### src/tgcd_pkg.sv
// Shared types and constants for the tile geometry command decoder.
`default_nettype none

package tgcd_pkg;

	typedef enum logic [2:0] {
		OP_MOVE  = 3'd0,
		OP_LINE  = 3'd1,
		OP_CLOSE = 3'd2,
		OP_ERROR = 3'd3,
		OP_END   = 3'd4
	} op_t;

	localparam logic [2:0] CMD_MOVE_TO    = 3'd1;
	localparam logic [2:0] CMD_LINE_TO    = 3'd2;
	localparam logic [2:0] CMD_CLOSE_PATH = 3'd7;
	localparam logic [2:0] CMD_NONE       = 3'd0;

	localparam logic [3:0] VARINT_LAST_BYTE = 4'd9;

	function automatic logic [31:0] unzigzag(input logic [31:0] v);
		unzigzag = {1'b0, v[31:1]} ^ {32{v[0]}};
	endfunction

endpackage

`default_nettype wire

### src/tgcd_if.sv
// Valid/ready channels for geometry bytes and decoded command requests.
`default_nettype none

interface tgcd_byte_if;
	logic       valid;
	logic       ready;
	logic [7:0] data_byte;
	logic       field_end;

	modport source(output valid, output data_byte, output field_end, input ready);
	modport sink(input valid, input data_byte, input field_end, output ready);
endinterface

interface tgcd_result_if;
	logic                valid;
	logic                ready;
	tgcd_pkg::op_t       op;
	logic signed [31:0]  cursor_x;
	logic signed [31:0]  cursor_y;
	logic                count_warning;
	logic                last;

	modport source(output valid, output op, output cursor_x, output cursor_y,
		output count_warning, output last, input ready);
	modport sink(input valid, input op, input cursor_x, input cursor_y,
		input count_warning, input last, output ready);
endinterface

`default_nettype wire

### src/tile_geometry_command_decoder.sv
// Decoder of vector-tile geometry command bytes into cursor point requests.
//
//   channel  | dir | payload                                        | handshake
//   geom     | in  | data_byte[7:0], field_end                      | valid/ready
//   result   | out | op[2:0], cursor_x, cursor_y, count_warning, last | valid/ready
//
// A byte is taken every cycle unless stalled; requests leave the result register.
// The byte register feeds the varint and command logic, which writes the
// result register and the decoder state in the same cycle.
// The byte register stalls only while the result register is full and not taken.
// Reset clears all decoder state, the cursor and both valid flags.
`default_nettype none

module tile_geometry_command_decoder (
	input  wire                   clk,
	input  wire                   arst_n,
	tgcd_byte_if.sink             geom,
	tgcd_result_if.source         result
);

	logic        valid_s1;
	logic [7:0]  byte_s1;
	logic        end_s1;

	logic [31:0] varint_acc_q;
	logic [3:0]  varint_bytes_q;
	logic [2:0]  pending_cmd_q;
	logic [28:0] pairs_left_q;
	logic        have_x_q;
	logic [31:0] delta_x_hold_q;
	logic [31:0] pos_x_q;
	logic [31:0] pos_y_q;
	logic        skipping_q;
	logic        warn_flag_q;

	logic        out_valid_q;
	tgcd_pkg::op_t op_q;
	logic [31:0] cursor_x_q;
	logic [31:0] cursor_y_q;
	logic        warn_q;
	logic        last_q;

	logic        advance;
	logic        more;
	logic [31:0] shifted;
	logic [31:0] acc_or;
	logic [2:0]  cmd_id;
	logic [28:0] cmd_cnt;

	logic [31:0] acc_n;
	logic [3:0]  bytes_n;
	logic [2:0]  pending_n;
	logic [28:0] pairs_n;
	logic        have_x_n;
	logic [31:0] delta_n;
	logic [31:0] pos_x_n;
	logic [31:0] pos_y_n;
	logic        skipping_n;
	logic        warn_n;
	logic        emit;
	tgcd_pkg::op_t op_n;
	logic        cw_n;

	assign advance     = valid_s1 && (!out_valid_q || result.ready);
	assign geom.ready  = !valid_s1 || advance;

	assign more    = byte_s1[7];
	assign cmd_id  = acc_or[2:0];
	assign cmd_cnt = acc_or[31:3];

	always_comb begin
		case (varint_bytes_q)
			4'd0:    shifted = 32'(byte_s1[6:0]);
			4'd1:    shifted = 32'(byte_s1[6:0]) << 7;
			4'd2:    shifted = 32'(byte_s1[6:0]) << 14;
			4'd3:    shifted = 32'(byte_s1[6:0]) << 21;
			4'd4:    shifted = 32'(byte_s1[6:0]) << 28;
			default: shifted = '0;
		endcase
		acc_or = varint_acc_q | shifted;
	end

	always_comb begin
		acc_n      = varint_acc_q;
		bytes_n    = varint_bytes_q;
		pending_n  = pending_cmd_q;
		pairs_n    = pairs_left_q;
		have_x_n   = have_x_q;
		delta_n    = delta_x_hold_q;
		pos_x_n    = pos_x_q;
		pos_y_n    = pos_y_q;
		skipping_n = skipping_q;
		warn_n     = warn_flag_q;
		emit       = 1'b0;
		op_n       = tgcd_pkg::OP_END;
		cw_n       = 1'b0;

		if (!skipping_q) begin
			if (more) begin
				if (varint_bytes_q >= tgcd_pkg::VARINT_LAST_BYTE) begin
					op_n       = tgcd_pkg::OP_ERROR;
					emit       = 1'b1;
					skipping_n = 1'b1;
					acc_n      = '0;
					bytes_n    = '0;
				end else begin
					acc_n   = acc_or;
					bytes_n = varint_bytes_q + 4'd1;
				end
			end else begin
				acc_n   = '0;
				bytes_n = '0;
				if (pending_cmd_q == tgcd_pkg::CMD_NONE) begin
					if (cmd_id == tgcd_pkg::CMD_MOVE_TO ||
							cmd_id == tgcd_pkg::CMD_LINE_TO) begin
						if (cmd_cnt != '0) begin
							pending_n = cmd_id;
							pairs_n   = cmd_cnt;
							have_x_n  = 1'b0;
							warn_n    = (cmd_id == tgcd_pkg::CMD_MOVE_TO) &&
								(cmd_cnt != 29'd1);
						end
					end else if (cmd_id == tgcd_pkg::CMD_CLOSE_PATH) begin
						op_n = tgcd_pkg::OP_CLOSE;
						emit = 1'b1;
						cw_n = (cmd_cnt != 29'd1);
					end else begin
						op_n       = tgcd_pkg::OP_ERROR;
						emit       = 1'b1;
						skipping_n = 1'b1;
					end
				end else if (!have_x_q) begin
					delta_n  = tgcd_pkg::unzigzag(acc_or);
					have_x_n = 1'b1;
				end else begin
					pos_x_n  = pos_x_q + delta_x_hold_q;
					pos_y_n  = pos_y_q + tgcd_pkg::unzigzag(acc_or);
					have_x_n = 1'b0;
					pairs_n  = pairs_left_q - 29'd1;
					op_n     = (pending_cmd_q == tgcd_pkg::CMD_MOVE_TO) ?
						tgcd_pkg::OP_MOVE : tgcd_pkg::OP_LINE;
					cw_n     = warn_flag_q;
					emit     = 1'b1;
					if (pairs_n == '0) begin
						pending_n = tgcd_pkg::CMD_NONE;
						warn_n    = 1'b0;
					end
				end
			end
			if (end_s1 && (more || have_x_n || pending_n != tgcd_pkg::CMD_NONE)) begin
				op_n = tgcd_pkg::OP_ERROR;
				cw_n = 1'b0;
				emit = 1'b1;
			end
		end
		if (!emit) begin
			op_n = tgcd_pkg::OP_END;
			cw_n = 1'b0;
		end
	end

	always_ff @(posedge clk or negedge arst_n) begin
		if (!arst_n) begin
			valid_s1 <= 1'b0;
		end else if (geom.valid && geom.ready) begin
			valid_s1 <= 1'b1;
		end else if (advance) begin
			valid_s1 <= 1'b0;
		end
	end

	always_ff @(posedge clk) begin
		if (geom.valid && geom.ready) begin
			byte_s1 <= geom.data_byte;
			end_s1  <= geom.field_end;
		end
	end

	always_ff @(posedge clk or negedge arst_n) begin
		if (!arst_n) begin
			varint_acc_q   <= '0;
			varint_bytes_q <= '0;
			pending_cmd_q  <= tgcd_pkg::CMD_NONE;
			pairs_left_q   <= '0;
			have_x_q       <= 1'b0;
			delta_x_hold_q <= '0;
			pos_x_q        <= '0;
			pos_y_q        <= '0;
			skipping_q     <= 1'b0;
			warn_flag_q    <= 1'b0;
		end else if (advance) begin
			if (end_s1) begin
				varint_acc_q   <= '0;
				varint_bytes_q <= '0;
				pending_cmd_q  <= tgcd_pkg::CMD_NONE;
				pairs_left_q   <= '0;
				have_x_q       <= 1'b0;
				delta_x_hold_q <= '0;
				pos_x_q        <= '0;
				pos_y_q        <= '0;
				skipping_q     <= 1'b0;
				warn_flag_q    <= 1'b0;
			end else begin
				varint_acc_q   <= acc_n;
				varint_bytes_q <= bytes_n;
				pending_cmd_q  <= pending_n;
				pairs_left_q   <= pairs_n;
				have_x_q       <= have_x_n;
				delta_x_hold_q <= delta_n;
				pos_x_q        <= pos_x_n;
				pos_y_q        <= pos_y_n;
				skipping_q     <= skipping_n;
				warn_flag_q    <= warn_n;
			end
		end
	end

	always_ff @(posedge clk or negedge arst_n) begin
		if (!arst_n) begin
			out_valid_q <= 1'b0;
		end else if (advance) begin
			out_valid_q <= emit || end_s1;
		end else if (result.ready) begin
			out_valid_q <= 1'b0;
		end
	end

	always_ff @(posedge clk) begin
		if (advance) begin
			op_q       <= op_n;
			cursor_x_q <= pos_x_n;
			cursor_y_q <= pos_y_n;
			warn_q     <= cw_n;
			last_q     <= end_s1;
		end
	end

	assign result.valid         = out_valid_q;
	assign result.op            = op_q;
	assign result.cursor_x      = $signed(cursor_x_q);
	assign result.cursor_y      = $signed(cursor_y_q);
	assign result.count_warning = warn_q;
	assign result.last          = last_q;

endmodule

`default_nettype wire

### src/flat_wrapper.sv
// flat-port wrapper written by rule: the top's interface ports become plain ports
module tile_geometry_command_decoder_flat 
  (clk, arst_n, geom_valid, geom_data_byte, geom_field_end, geom_ready, result_valid, result_op, result_cursor_x, result_cursor_y, result_count_warning, result_last, result_ready);
  tgcd_byte_if geom_i ();
  tgcd_result_if result_i ();
  input  wire clk;
  input  wire arst_n;
  input wire logic [$bits(geom_i.valid)-1:0] geom_valid;
  input wire logic [$bits(geom_i.data_byte)-1:0] geom_data_byte;
  input wire logic [$bits(geom_i.field_end)-1:0] geom_field_end;
  output wire logic [$bits(geom_i.ready)-1:0] geom_ready;
  output wire logic [$bits(result_i.valid)-1:0] result_valid;
  output wire logic [$bits(result_i.op)-1:0] result_op;
  output wire logic [$bits(result_i.cursor_x)-1:0] result_cursor_x;
  output wire logic [$bits(result_i.cursor_y)-1:0] result_cursor_y;
  output wire logic [$bits(result_i.count_warning)-1:0] result_count_warning;
  output wire logic [$bits(result_i.last)-1:0] result_last;
  input wire logic [$bits(result_i.ready)-1:0] result_ready;
  assign geom_i.valid = geom_valid;
  assign geom_i.data_byte = geom_data_byte;
  assign geom_i.field_end = geom_field_end;
  assign geom_ready = geom_i.ready;
  assign result_valid = result_i.valid;
  assign result_op = result_i.op;
  assign result_cursor_x = result_i.cursor_x;
  assign result_cursor_y = result_i.cursor_y;
  assign result_count_warning = result_i.count_warning;
  assign result_last = result_i.last;
  assign result_i.ready = result_ready;
  tile_geometry_command_decoder u_core (.clk(clk), .arst_n(arst_n), .geom(geom_i), .result(result_i));
endmodule
### config.mk
export PLATFORM = sky130hd
export DESIGN_NAME = tile_geometry_command_decoder_flat
export DESIGN_NICKNAME = d
export VERILOG_FILES = /design/src/tgcd_pkg.sv /design/src/tgcd_if.sv /design/src/tile_geometry_command_decoder.sv /design/src/flat_wrapper.sv
export SDC_FILE = /design/constraint.sdc
export NUM_CORES = 1
export LEC_CHECK = 0
export ABC_CLOCK_PERIOD_IN_PS = 5800
export BUFFER_PORTS_ARGS = -buffer_cell sky130_fd_sc_hd__buf_2
export CAP_MARGIN = 0
export CORE_UTILIZATION = 45
export CTS_BUF_LIST = sky130_fd_sc_hd__clkbuf_4
export CTS_CLUSTER_SIZE = 24
export DETAILED_ROUTE_END_ITERATION = 10
export GPL_ROUTABILITY_DRIVEN = 0
export MAX_ROUTING_LAYER = met4
export PLACE_DENSITY = 0.66
export SLEW_MARGIN = 30
export SYNTH_ARGS = -nofsm -noshare
export SYNTH_HDL_FRONTEND = slang
export SYNTH_SLANG_ARGS = --single-unit
### constraint.sdc
create_clock -name clk -period 5.8 [get_ports clk]
set_clock_uncertainty 0.2 [all_clocks]
set_input_delay 0.58 -clock clk [delete_from_list [all_inputs] [get_ports clk]]
set_output_delay 0.58 -clock clk [all_outputs]
set_load 0.05 [all_outputs]
==> results of run 1 <==
-- synth_stat cells (3+ instances only) --
| cell type | instances |
|---|---|
| nand4b_1 | 3 |
| nand3b_1 | 5 |
| mux2i_1 | 11 |
| o21ai_0 | 73 |
| a21boi_0 | 3 |
| nor2_1 | 148 |
| a211oi_1 | 9 |
| or3_1 | 7 |
| xnor2_1 | 72 |
| nand2_1 | 134 |
| buf_1 | 7 |
| and3_1 | 7 |
| xor2_1 | 17 |
| a31o_2 | 8 |
| o21bai_1 | 7 |
| nor3_1 | 32 |
| clkbuf_1 | 56 |
| nor3b_2 | 3 |
| a2111oi_0 | 11 |
| a21oi_1 | 141 |
| or2_2 | 6 |
| o211ai_1 | 5 |
| mux2_2 | 16 |
| o31ai_1 | 8 |
| a21o_1 | 23 |
| a22o_1 | 89 |
| o21a_1 | 9 |
| inv_1 | 29 |
| ha_1 | 72 |
| nor3b_1 | 8 |
| nand4_1 | 15 |
| nand2b_1 | 12 |
| buf_2 | 9 |
| nand3_1 | 20 |
| dfrtp_1 | 169 |
| a31oi_1 | 28 |
| nor4bb_1 | 7 |
| o21ai_1 | 54 |
| and2_1 | 7 |
| nor2b_1 | 11 |
| and4b_1 | 4 |
| edfxtp_1 | 78 |
| nor4_1 | 8 |
| o22ai_1 | 4 |
-- kinds of logic after synthesis --
| group | after synthesis |
|---|---|
| simple gates | 455 |
| xor+xnor | 89 |
| compound gates | 503 |
| fa+ha+maj | 74 |
| buf+inv | 106 |
| flops | 247 |
| mux | 29 |
-- critical path: cells and delay by family (launching register included) --
kind                       cells  cell delay [ps]
and+or+nand+nor                4              730
xor gates and xnor gates       2              310
AOI/OAI and AO/OA              6             1600
adders and majority gates      2              670
buffers and inverters          5             1260
DFF                            1              420
-- flip-flops by register name, summed over array words and instances (netlist names) --
| register | count |
|---|---|
| u_core.pairs_left_q | 29 |
| u_core.pending_cmd_q | 3 |
| u_core.result.cursor_y | 32 |
| u_core.varint_bytes_q | 4 |
| u_core.pos_y_q | 32 |
| u_core.have_x_q | 1 |
| u_core.warn_flag_q | 1 |
| u_core.skipping_q | 1 |
| u_core.byte_s1 | 8 |
| u_core.varint_acc_q | 32 |
| u_core.valid_s1 | 1 |
| u_core.pos_x_q | 32 |
| u_core.result.op | 3 |
| u_core.result.last | 1 |
| u_core.end_s1 | 1 |
| u_core.result.valid | 1 |
| u_core.result.count_warning | 1 |
| u_core.delta_x_hold_q | 32 |
| u_core.result.cursor_x | 32 |
-- layout make-up --
type	count	area [um2]	share of cell area, %
repair buffers	117	706.9	4.297
flip-flops and latches	247	6571	39.94
diodes	1	2.502	0.01521
multi-input cells	1150	7595	46.16
inverters	32	121.4	0.7377
clock inverters	22	171.4	1.042
well taps	402	503.0	3.057
clock buffers	104	780.7	4.746
-- routing by layer --
layer	global-route usage, %	share of wire [%]
met1	33.12	45
met4	10.17	3.1
met2	39.86	47
met3	3.630	5.4
met5	-	0
-- worst max-delay path by stage --
stage | cells after the start | slack [ps] | end
after floorplan | 17 | 830 | u_core.result.cursor_y[30]$_DFFE_PP_
after global placement | 19 | 750 | u_core.result.cursor_y[31]$_DFFE_PP_
after detailed placement | 19 | 560 | u_core.pos_y_q[31]$_DFFE_PN0P_
after CTS | 19 | 540 | u_core.pos_y_q[31]$_DFFE_PN0P_
after global routing | 18 | 140 | u_core.result.cursor_y[30]$_DFFE_PP_
final | 19 | 500 | u_core.pos_y_q[31]$_DFFE_PN0P_
-- power groups by stage --
stage / clock network [mW] / logic (mW) / registers (mW)
after global placement: 0 / 3.26 / 2.54
after detailed placement: 0 / 3.31 / 2.54
after CTS: 1.77 / 3.33 / 2.51
final: 1.72 / 3.35 / 2.52
after global routing: 1.86 / 3.65 / 2.56
after floorplan: 0 / 2.21 / 2.76
-- stage by stage --
stage / util, % / std cells / area (um2) / setup slack, ps / hold slack [ps]
2_1_floorplan: - / 1503 / 14530 / 830.3 / 84.41
3_5_place_dp: 48.61 / 1936 / 15380 / 555.0 / 284.1
4_1_cts: 52.00 / 2074 / 16450 / 541.4 / 295.1
6_report: 52.00 / 2075 / 16450 / 499.2 / 299.4
5_1_grt: 52.00 / 2075 / 16450 / 142.7 / 328.8
3_3_place_gp: 48.57 / 1936 / 15370 / 746.4 / 278.2
-- timing repair --
| item | 4_1_cts | 5_1_grt |
|---|---|---|
| hold buffers | 12 | 0 |
| hold endpoints to repair | 93 | 0 |
| endpoints found under the setup margin | 0 | 0 |
==> results by group, run 1 <==
Critical path
  • Reg-to-Reg End: u_core.pos_y_q[31]$_DFFE_PN0P_
  • Critical path startpoint category: register
  • Critical path's slowest cell: dfrtp_1
  • R2R cell count: 19
  • Crit path from: u_core.varint_bytes_q[0]$_DFFE_PN0P_
  • Crit-path cells: inv_1 > ha_1 > nor3b_1 > buf_4 > a21oi_1 > buf_4 > inv_2 > buf_4 > xnor2_1 > ha_1 > and4_1 > nand2_1 > a2111o_1 > a31o_2 > a31o_2 > a211oi_1 > nor2_1 > xnor2_1 > o311ai_0
  • Reg2reg start: u_core.varint_bytes_q[0]$_DFFE_PN0P_
  • Max FO, Critical Path: 18
  • Worst path max stage delay: 420 ps
  • Most frequent CP cell: buf_4
  • CP required: 6160 ps
  • CP arrival: 5660 ps
  • Crit end category: register
  • WS Path Type: reg2reg
  • Flop2flop setup slack: 500 ps

Clocking
  • CTS Sinks: 247
  • CTS resizes: 0
  • Clk slew on worst S/H paths: 70 ps
  • Max Root-Sink Buffers: 3
  • Root Buffer: clkbuf_4
  • Max H-tree Level: 3
  • TritonCTS clock tree: yes
  • Post-CTS Setup Bufs: 0
  • Num CTS Buffers: 70
  • Worst skew pair latency: 720 ps

Floorplan
  • Die area: 33010 um2
  • Initial cell density of the core: 45.92%
  • Die Span Y: 181.7 um
  • Core area: 31640 um2
  • # rows: 65
  • I/O pins: 84
  • Chip width: 181.7 um

Cells and area
  • Filler instances: 2919
  • P&R area growth vs syn: 13.24%
  • Final Net Count: 1705
  • Leading cell types in the layout, fill and taps excluded: dfrtp_1, nor2_1, a21oi_1, nand2_1, clkbuf_4
  • Most common cell after layout, fill and taps aside: dfrtp_1
  • Share of cells above drive strength 1: 16.51%

Logic synthesis
  • Post-synthesis xor/xnor area fraction: 5.365%
  • Ys async rst share: 68.42%
  • Post-synth EDFFs: 78
  • Area share of and/or/nand/nor cells after synthesis: 15.35%
  • Synth cell types: 84
  • Post-Synth Adder-Cell Area: 6.476%
  • Sequential share of the synthesized area: 45.23%
  • Yosys top cell area share: 29.11%
  • Largest family of logic cells by synthesized area: compound AO/OA/AOI/OAI gates
  • Post-Syn Area: 14530 um2
  • Synth Warn #: 0
  • Synth area leaders: dfrtp_1, edfxtp_1, ha_1
  • Ys flop type: dfrtp_1
  • Cells after Synth: 1503
  • Synth Register Bits: 247
  • Post-synthesis compound-gate area fraction: 22.55%
  • Syn avg cell area: 9.667 um2
  • Yosys top cell by area: dfrtp_1
  • Post-synthesis mux area share: 2.153%
  • Total nets after synthesis: 1590

Power
  • Switch Pwr: 3.313 mW
  • Peak supply drop: 289.0 uV
  • Sequential share of power: 33.2%
  • P_int: 4.274 mW
  • Sw Ratio: 43.67%
  • Clock Power Share: 22.7%
  • Combinational group share of total power: 44.1%
  • Total power: 7.588 mW
  • Pwr/cell area: 461.2 nW/um2
  • Leak pwr: 7.371 nW

Drt
  • # DRC: 0
  • Initial DRC count: 1028
  • Routed wire length: 40540 um
  • Total number of vias: 12370
  • Vias per std cell: 5.960
  • DR pass1 iterations: 7
  • Routed length per instance: 19.53 um
  • Antenna viol nets, final: 0

Place
  • DP HPWL: 28530 um
  • PortBufs: 83

Global route
  • Global-route wire length before repair: 64100 um
  • Pin count of the biggest net entering global routing: 85
  • GRT overflow: 0
  • Vias in the first global route: 11790
  • Antenna violations before repair: 1
  • Total Routing Usage GR: 25.39%

STA
  • Setup Total Neg Slack: 0 ps
  • Relative slew slack: 36.04%
  • Max Clock Freq: 188.7 MHz
  • Final Max Slew Viols: 0
  • RSZ-0062 raised after global routing: no
  • Min Tclk post-route: 5301 ps
  • Worst slew pin tran: 955.8 ps
  • Count of final hold-check violations: 0
  • Finish-stage setup viols: 0
  • Fin crit share: 91.39%

Hold path
  • Hold crit path type: in2async

Flow run
  • Max-capacitance violation count: 0

Run status
  • Outcome: completed
Note: power is estimated with default switching activity, not from simulation.
==> run 2, diff against run 1 <==
--- a/config.mk
+++ b/config.mk
@@ -8,13 +8,13 @@
 export ABC_CLOCK_PERIOD_IN_PS = 5800
 export BUFFER_PORTS_ARGS = -buffer_cell sky130_fd_sc_hd__buf_2
 export CAP_MARGIN = 0
-export CORE_UTILIZATION = 45
+export CORE_UTILIZATION = 55
 export CTS_BUF_LIST = sky130_fd_sc_hd__clkbuf_4
 export CTS_CLUSTER_SIZE = 24
 export DETAILED_ROUTE_END_ITERATION = 10
 export GPL_ROUTABILITY_DRIVEN = 0
 export MAX_ROUTING_LAYER = met4
-export PLACE_DENSITY = 0.66
+export PLACE_DENSITY = 0.83
 export SLEW_MARGIN = 30
 export SYNTH_ARGS = -nofsm -noshare
 export SYNTH_HDL_FRONTEND = slang
==> results by group, run 2 (same netlist as run 1, synthesis figures left out) <==
Critical path
  • CP required: 6150 ps (about the same)
  • WS Path Type: reg2reg
  • Crit-path cells: inv_1 > ha_1 > nor3b_1 > buf_4 > a21oi_1 > inv_2 > buf_4 > xnor2_1 > ha_1 > and4_1 > nand2_1 > a2111o_1 > a31o_2 > a31o_2 > a211oi_1 > nor2_1 > xnor2_1 > o311ai_0
  • R2R cell count: 18 (-1)
  • Crit path buf inv count: 4 (-1)
  • Critical path startpoint category: register
  • Worst path max stage delay: 600 ps (+180 ps)
  • Reg-to-Reg End: u_core.pos_y_q[31]$_DFFE_PN0P_
  • Flop2flop setup slack: 270 ps (-230 ps)
  • CP arrival: 5890 ps (+230 ps)
  • Delay-heaviest family, CP: compound AO/OA/AOI/OAI gates
  • Crit end category: register
  • Critical path's slowest cell: a21oi_1
  • Max FO, Critical Path: 15 (-3)
  • Reg2reg start: u_core.varint_bytes_q[0]$_DFFE_PN0P_

Flow run
  • Max-capacitance violation count: 0 (unchanged)

Clocking
  • TritonCTS clock tree: yes
  • CTS Hold Bufs: 11 (-1)
  • Max Root-Sink Buffers: 3 (unchanged)
  • Num CTS Buffers: 68 (-2.9%)
  • CTS resizes: 0 (unchanged)
  • CTS Sinks: 247 (unchanged)
  • Worst skew pair latency: 690 ps (-30 ps)
  • Clk slew on worst S/H paths: 70 ps (about the same)
  • Root Buffer: clkbuf_4
  • Post-CTS Setup Bufs: 0 (unchanged)
  • Max H-tree Level: 3 (unchanged)

STA
  • Fin crit share: 95.38% (+4.0 points)
  • RSZ-0062 raised after global routing: no
  • Min Tclk post-route: 5532 ps (+231.0 ps)
  • Final Max Slew Viols: 0 (unchanged)
  • Max Clock Freq: 180.8 MHz (-4.2%)
  • Finish-stage setup viols: 0 (unchanged)
  • Worst slew pin tran: 963.7 ps (+7.855 ps)
  • Relative slew slack: 35.75% (-0.28 points)
  • Count of final hold-check violations: 0 (unchanged)
  • Setup Total Neg Slack: 0 ps (unchanged)

Place
  • PortBufs: 83 (unchanged)
  • Cells after DPL: 1871 (-3.4%)
  • DP HPWL: 27360 um (-4.1%)

Floorplan
  • Initial cell density of the core: 55.91% (+10 points)
  • I/O pins: 84 (unchanged)
  • # rows: 59 (-9.2%)
  • Chip width: 164.5 um (-9.4%)
  • Die area: 27070 um2 (-18%)
  • Core area: 25980 um2 (-18%)
  • Die Span Y: 164.5 um (-9.4%)

Drt
  • Vias per std cell: 6.323 (+6.1%)
  • Routed wire length: 39180 um (-3.4%)
  • Total number of vias: 12690 (+2.6%)
  • Routed length per instance: 19.52 um (about the same)
  • Initial DRC count: 1562 (+52%)
  • Antenna viol nets, final: 0 (unchanged)
  • # DRC: 2 (+2)
  • DR pass1 iterations: 9 (+2)

Global route
  • Total Routing Usage GR: 30.73% (+5.3 points)
  • Pin count of the biggest net entering global routing: 67 (-21%)
  • Antenna violations before repair: 1 (unchanged)
  • Vias in the first global route: 12280 (+4.1%)
  • GRT overflow: 0 (unchanged)
  • Global-route wire length before repair: 62930 um (-1.8%)

Run status
  • Outcome: finished with violations
  • Failing checks: DRC

Cells and area
  • Fin cells: 2007 (-3.3%)
  • Leading cell types in the layout, fill and taps excluded: dfrtp_1, nor2_1, a21oi_1, nand2_1, clkbuf_4
  • Filler instances: 2109 (-28%)
  • P&R area growth vs syn: 12.20%
  • Final Net Count: 1704 (-0.059%)
  • Share of cells above drive strength 1: 16.94% (+0.43 points)
  • Most common cell after layout, fill and taps aside: dfrtp_1

Power
  • Peak supply drop: 259.6 uV (-10%)
  • Pwr/cell area: 459.3 nW/um2 (-0.41%)
  • Leak pwr: 7.363 nW (-0.11%)

Hold path
  • Min-Delay Path Depth: 3
  • Hold crit path type: in2reg
  • HP Start: result_ready
  • Hold endpoint: u_core.result.valid$_DFFE_PN0P_
-- run 2: changes by cell type in the layout (fill, tap and decap cells not counted) --
cell           previous run  this run
clkbuf_4                104       106
inv_2                     2         6
nand3_4                   0         1
bufinv_16                 3         0
clkinvlp_4                2         1
clkinv_1                 15         8
dlygate4sd3_1            12        11
buf_4                    22        24
nand3_2                   1         0
clkinv_2                  3         6
-- run 2: layer usage --
layer  GRT usage (%)  vias up  share of wire, %
li1                -     5824                 -
met1           38.49     6075                40
met2           46.60      634                46
met3           5.776      158               7.8
met4           17.93        0               5.4
met5               -        -                 0
-- run 2: through the flow --
step	total power, mW	cell area [um2]	util, %	setup slack (ps)	hold WS [ps]
2_1_floorplan	4.965	14530	-	830.3	84.41
3_3_place_gp	5.714	15290	58.84	609.4	279.3
3_5_place_dp	5.839	15310	58.90	326.2	291.2
4_1_cts	7.442	16290	62.69	326.2	20.49
5_1_grt	7.916	16300	62.74	14.82	46.49
6_report	7.487	16300	62.74	268.2	41.47
-- run 2: worst max-delay path by stage --
stage	from	end	slack, ps	depth (start not counted)
2_1_floorplan	u_core.varint_bytes_q[0]$_DFFE_PN0P_	u_core.result.cursor_y[30]$_DFFE_PP_	830	17
3_3_place_gp	u_core.varint_bytes_q[0]$_DFFE_PN0P_	u_core.result.cursor_y[31]$_DFFE_PP_	610	18
3_5_place_dp	u_core.varint_bytes_q[0]$_DFFE_PN0P_	u_core.pos_y_q[31]$_DFFE_PN0P_	330	18
4_1_cts	u_core.varint_bytes_q[0]$_DFFE_PN0P_	u_core.pos_y_q[31]$_DFFE_PN0P_	330	18
5_1_grt	u_core.varint_bytes_q[0]$_DFFE_PN0P_	u_core.result.cursor_y[24]$_DFFE_PP_	10	18
6_report	u_core.varint_bytes_q[0]$_DFFE_PN0P_	u_core.pos_y_q[31]$_DFFE_PN0P_	270	18
-- run 2: power by group --
group	internal, mW	leakage [nW]	switching, mW
logic	1.14	3.73	2.25
clock network	0.836	0.537	0.751
registers	2.18	3.10	0.330
-- run 2: tightest hold or removal path: cells and delay by family --
kind,cells,cell delay [ps]
and+or+nand+nor,1,130
AOI/OAI and AO/OA,1,100
buffers and inverters,1,70
-- run 2: final cells by class --
class,instances,area [um2],share of cell area [%]
Antenna cell,1,2.502,0.01535
Clock buffer,106,795.8,4.881
Inverter,32,121.4,0.7445
Tap cell,335,419.2,2.571
Multi-Input combinational cell,1150,7602,46.63
Clock inverter,18,77.57,0.4759
Timing Repair Buffer,118,711.9,4.367
Sequential cell,247,6571,40.31
==> run 3, diff against run 2 <==
--- a/config.mk
+++ b/config.mk
@@ -5,7 +5,8 @@
 export SDC_FILE = /design/constraint.sdc
 export NUM_CORES = 1
 export LEC_CHECK = 0
-export ABC_CLOCK_PERIOD_IN_PS = 5800
+export ABC_AREA = 1
+export ABC_CLOCK_PERIOD_IN_PS = 6880
 export BUFFER_PORTS_ARGS = -buffer_cell sky130_fd_sc_hd__buf_2
 export CAP_MARGIN = 0
 export CORE_UTILIZATION = 55
@@ -14,7 +15,7 @@
 export DETAILED_ROUTE_END_ITERATION = 10
 export GPL_ROUTABILITY_DRIVEN = 0
 export MAX_ROUTING_LAYER = met4
-export PLACE_DENSITY = 0.83
+export PLACE_DENSITY = 0.73
 export SLEW_MARGIN = 30
 export SYNTH_ARGS = -nofsm -noshare
 export SYNTH_HDL_FRONTEND = slang
==> constraint.sdc (replaced) <==
create_clock -name clk -period 6.88 [get_ports clk]
set_clock_uncertainty 0.2 [all_clocks]
set_input_delay 0.688 -clock clk [delete_from_list [all_inputs] [get_ports clk]]
set_output_delay 0.688 -clock clk [all_outputs]
set_load 0.05 [all_outputs]
==> results by group, run 3 <==
STA
  • Max Clock Freq: 214.0 MHz (+18%)
  • Setup Total Neg Slack: 0 ps (unchanged)
  • Worst slew pin tran: 890.0 ps (-73.73 ps)
  • Finish-stage setup viols: 0 (unchanged)
  • Relative slew slack: 40.53% (+4.8 points)
  • Final Max Slew Viols: 0 (unchanged)
  • Min Tclk post-route: 4673 ps (-858.5 ps)
  • Fin crit share: 67.93% (-27 points)
  • RSZ-0062 raised after global routing: no
  • Count of final hold-check violations: 0 (unchanged)

Logic synthesis
  • Yosys top cell by area: dfrtp_1
  • Synth cell types: 50 (-40%)
  • Syn avg cell area: 7.973 um2 (-18%)
  • Most frequent cell after synthesis: nand2_1
  • Top post-synthesis cells by count: nand2_1, inv_1, nor2_1, dfrtp_1, a21oi_1
  • Total nets after synthesis: 2004 (+26%)
  • Yosys top cell area share: 27.67% (-1.4 points)
  • Synth Warn #: 0 (unchanged)
  • Synth Register Bits: 247 (unchanged)
  • Cells after Synth: 1917 (+28%)
  • Sequential share of the synthesized area: 43.00% (-2.2 points)
  • Post-synth EDFFs: 78 (unchanged)
  • Post-Syn Area: 15280 um2 (+5.2%)
  • Synth area leaders: dfrtp_1, edfxtp_1, nand2_1
  • Ys async rst share: 68.42% (unchanged)
  • Ys flop type: dfrtp_1

Floorplan
  • I/O pins: 84 (unchanged)
  • Die Span Y: 168.7 um (+2.5%)
  • Initial cell density of the core: 56.39% (+0.48 points)
  • Core area: 27100 um2 (+4.3%)
  • Chip width: 168.7 um (+2.5%)
  • # rows: 60 (+1.7%)
  • Die area: 28460 um2 (+5.1%)

Cells and area
  • Final Net Count: 2121 (+24%)
  • Leading cell types in the layout, fill and taps excluded: nand2_1, inv_1, nor2_1, dfrtp_1, a21oi_1
  • P&R area growth vs syn: 11.91%
  • Most common cell after layout, fill and taps aside: nand2_1
  • Final Util: 63.11% (+0.38 points)
  • Share of cells above drive strength 1: 13.00% (-3.9 points)
  • Final instance area: 17100 um2 (+4.9%)

Global route
  • Vias in the first global route: 13320 (+8.5%)
  • GRT overflow: 0 (unchanged)
  • Antenna violations before repair: 1 (unchanged)
  • Total Routing Usage GR: 30.87% (+0.14 points)
  • Global-route wire length before repair: 67320 um (+7.0%)
  • Pin count of the biggest net entering global routing: 110 (+64%)

Critical path
  • Max FO, Critical Path: 17 (+2)
  • WS Path Type: reg2reg
  • CP arrival: 5070 ps (-820 ps)
  • CP required: 7280 ps (+1130 ps)
  • Crit end category: register
  • Critical path startpoint category: register

Clocking
  • CTS Sinks: 247 (unchanged)
  • Post-CTS Setup Bufs: 0 (unchanged)
  • Worst skew pair latency: 680 ps (about the same)
  • Root Buffer: clkbuf_4
  • TritonCTS clock tree: yes
  • Clk slew on worst S/H paths: 60 ps (about the same)
  • Max Root-Sink Buffers: 3 (unchanged)
  • Max H-tree Level: 3 (unchanged)
  • Num CTS Buffers: 68 (unchanged)

Place
  • PortBufs: 83 (unchanged)
  • DP HPWL: 29250 um (+6.9%)
  • Instance area at placement: 16060 um2 (+5.0%)

Power
  • Pwr/cell area: 433.3 nW/um2 (-5.7%)
  • Peak supply drop: 381.6 uV (+47%)
  • Leak pwr: 8.259 nW (+12%)

Drt
  • Initial DRC count: 1245 (-20%)
  • # DRC: 0 (-2)
  • Total number of vias: 13770 (+8.5%)
  • DR pass1 iterations: 5 (-4)
  • Routed wire length: 41430 um (+5.8%)
  • Antenna viol nets, final: 0 (unchanged)
  • Routed length per instance: 16.86 um (-14%)
  • Vias per std cell: 5.606 (-11%)

Hold path
  • Hold crit path type: in2reg

Run status
  • Outcome: completed

Flow run
  • Max-capacitance violation count: 0 (unchanged)
==> run 3: path summary, 6_finish.rpt <==
| path | from | end | slack, ps | cells past startpoint |
|---|---|---|---|---|
| setup / recovery | u_core.varint_bytes_q[2]$_DFFE_PN0P_ | u_core.pos_y_q[24]$_DFFE_PN0P_ | 2210 | 24 |
| hold / removal | result_ready | u_core.valid_s1$_DFFE_PN0P_ | 210 | 6 |
| setup reg to reg | u_core.varint_bytes_q[2]$_DFFE_PN0P_ | u_core.pos_y_q[24]$_DFFE_PN0P_ | 2210 | 24 |
| hold reg to reg | u_core.warn_flag_q$_DFFE_PN0P_ | u_core.warn_flag_q$_DFFE_PN0P_ | 300 | 2 |
| max in group asynchronous | arst_n | u_core.pairs_left_q[26]$_DFFE_PN0P_ | 4650 | 3 |
| min in group asynchronous | arst_n | u_core.pos_x_q[4]$_DFFE_PN0P_ | 460 | 2 |
==> run 3: layout make-up <==
type                    instances  area, um2
fillers                      2384       9997
repair buffers                107      636.9
diodes                          1      2.502
clock buffers                 105      788.3
clock inverters                15      138.9
flip-flops and latches        247       6571
well taps                     372      465.4
multi-input cells            1352       7530
inverters                     258      970.9
==> run 3: logic make-up after synthesis <==
kind of cell               share of synthesized area (%)
AOI/OAI and AO/OA                                  15.46
buffers and inverters                              8.015
and+or+nand+nor                                    21.82
xor gates and xnor gates                           5.559
DFF                                                43.00
adders and majority gates                          6.156
==> run 3: routing by layer <==
metal	track usage (%)	part of all wire [%]	vias up
li1	-	-	6658
met1	38.99	43	6417
met2	49.03	47	548
met3	4.396	6.5	150
met4	14.82	4.4	0
met5	-	0	-
==> run 3: repair_timing <==
item	4_1_cts	5_1_grt
gates resized for setup	0	0
hold buffers	11	0
hold endpoints to repair	118	0
==> run 3: critical path, cell delays in order (launching register included) <==
cell,delay [ps]
dfrtp_1,450
nor2_4,370
nand2_2,170
o21ai_0,480
ha_1,340
inv_1,70
ha_1,170
inv_1,70
fa_1,410
inv_1,110
nand3_1,70
and2_1,180
o21ai_1,190
nand2_1,80
nand2_1,100
a21oi_1,120
o21bai_1,240
nand2_1,80
nand2_1,140
nand2_1,80
nand3b_1,90
nand2_1,60
a21oi_1,170
nand2_1,70
nand2_1,70
==> run 3: report_power, final <==
part	switching, mW	leakage [nW]	internal, mW
registers	0.174	3.11	1.81
clock network	0.621	0.557	0.806
logic	2.89	4.59	1.11
total	3.69	8.26	3.73
==> run 3: stage by stage <==
| stage | cells | worst slack, ps | hold slack [ps] | total power, mW |
|---|---|---|---|---|
| 3_3_place_gp | 2325 | 2429 | 280.3 | 5.849 |
| 5_1_grt | 2457 | 1734 | 263.2 | 7.953 |
| 3_5_place_dp | 2325 | 2277 | 280.6 | 5.926 |
| 4_1_cts | 2456 | 2211 | 189.8 | 7.388 |
| 6_report | 2457 | 2207 | 213.1 | 7.411 |
| 2_1_floorplan | 1917 | 2839 | 192.4 | 4.940 |
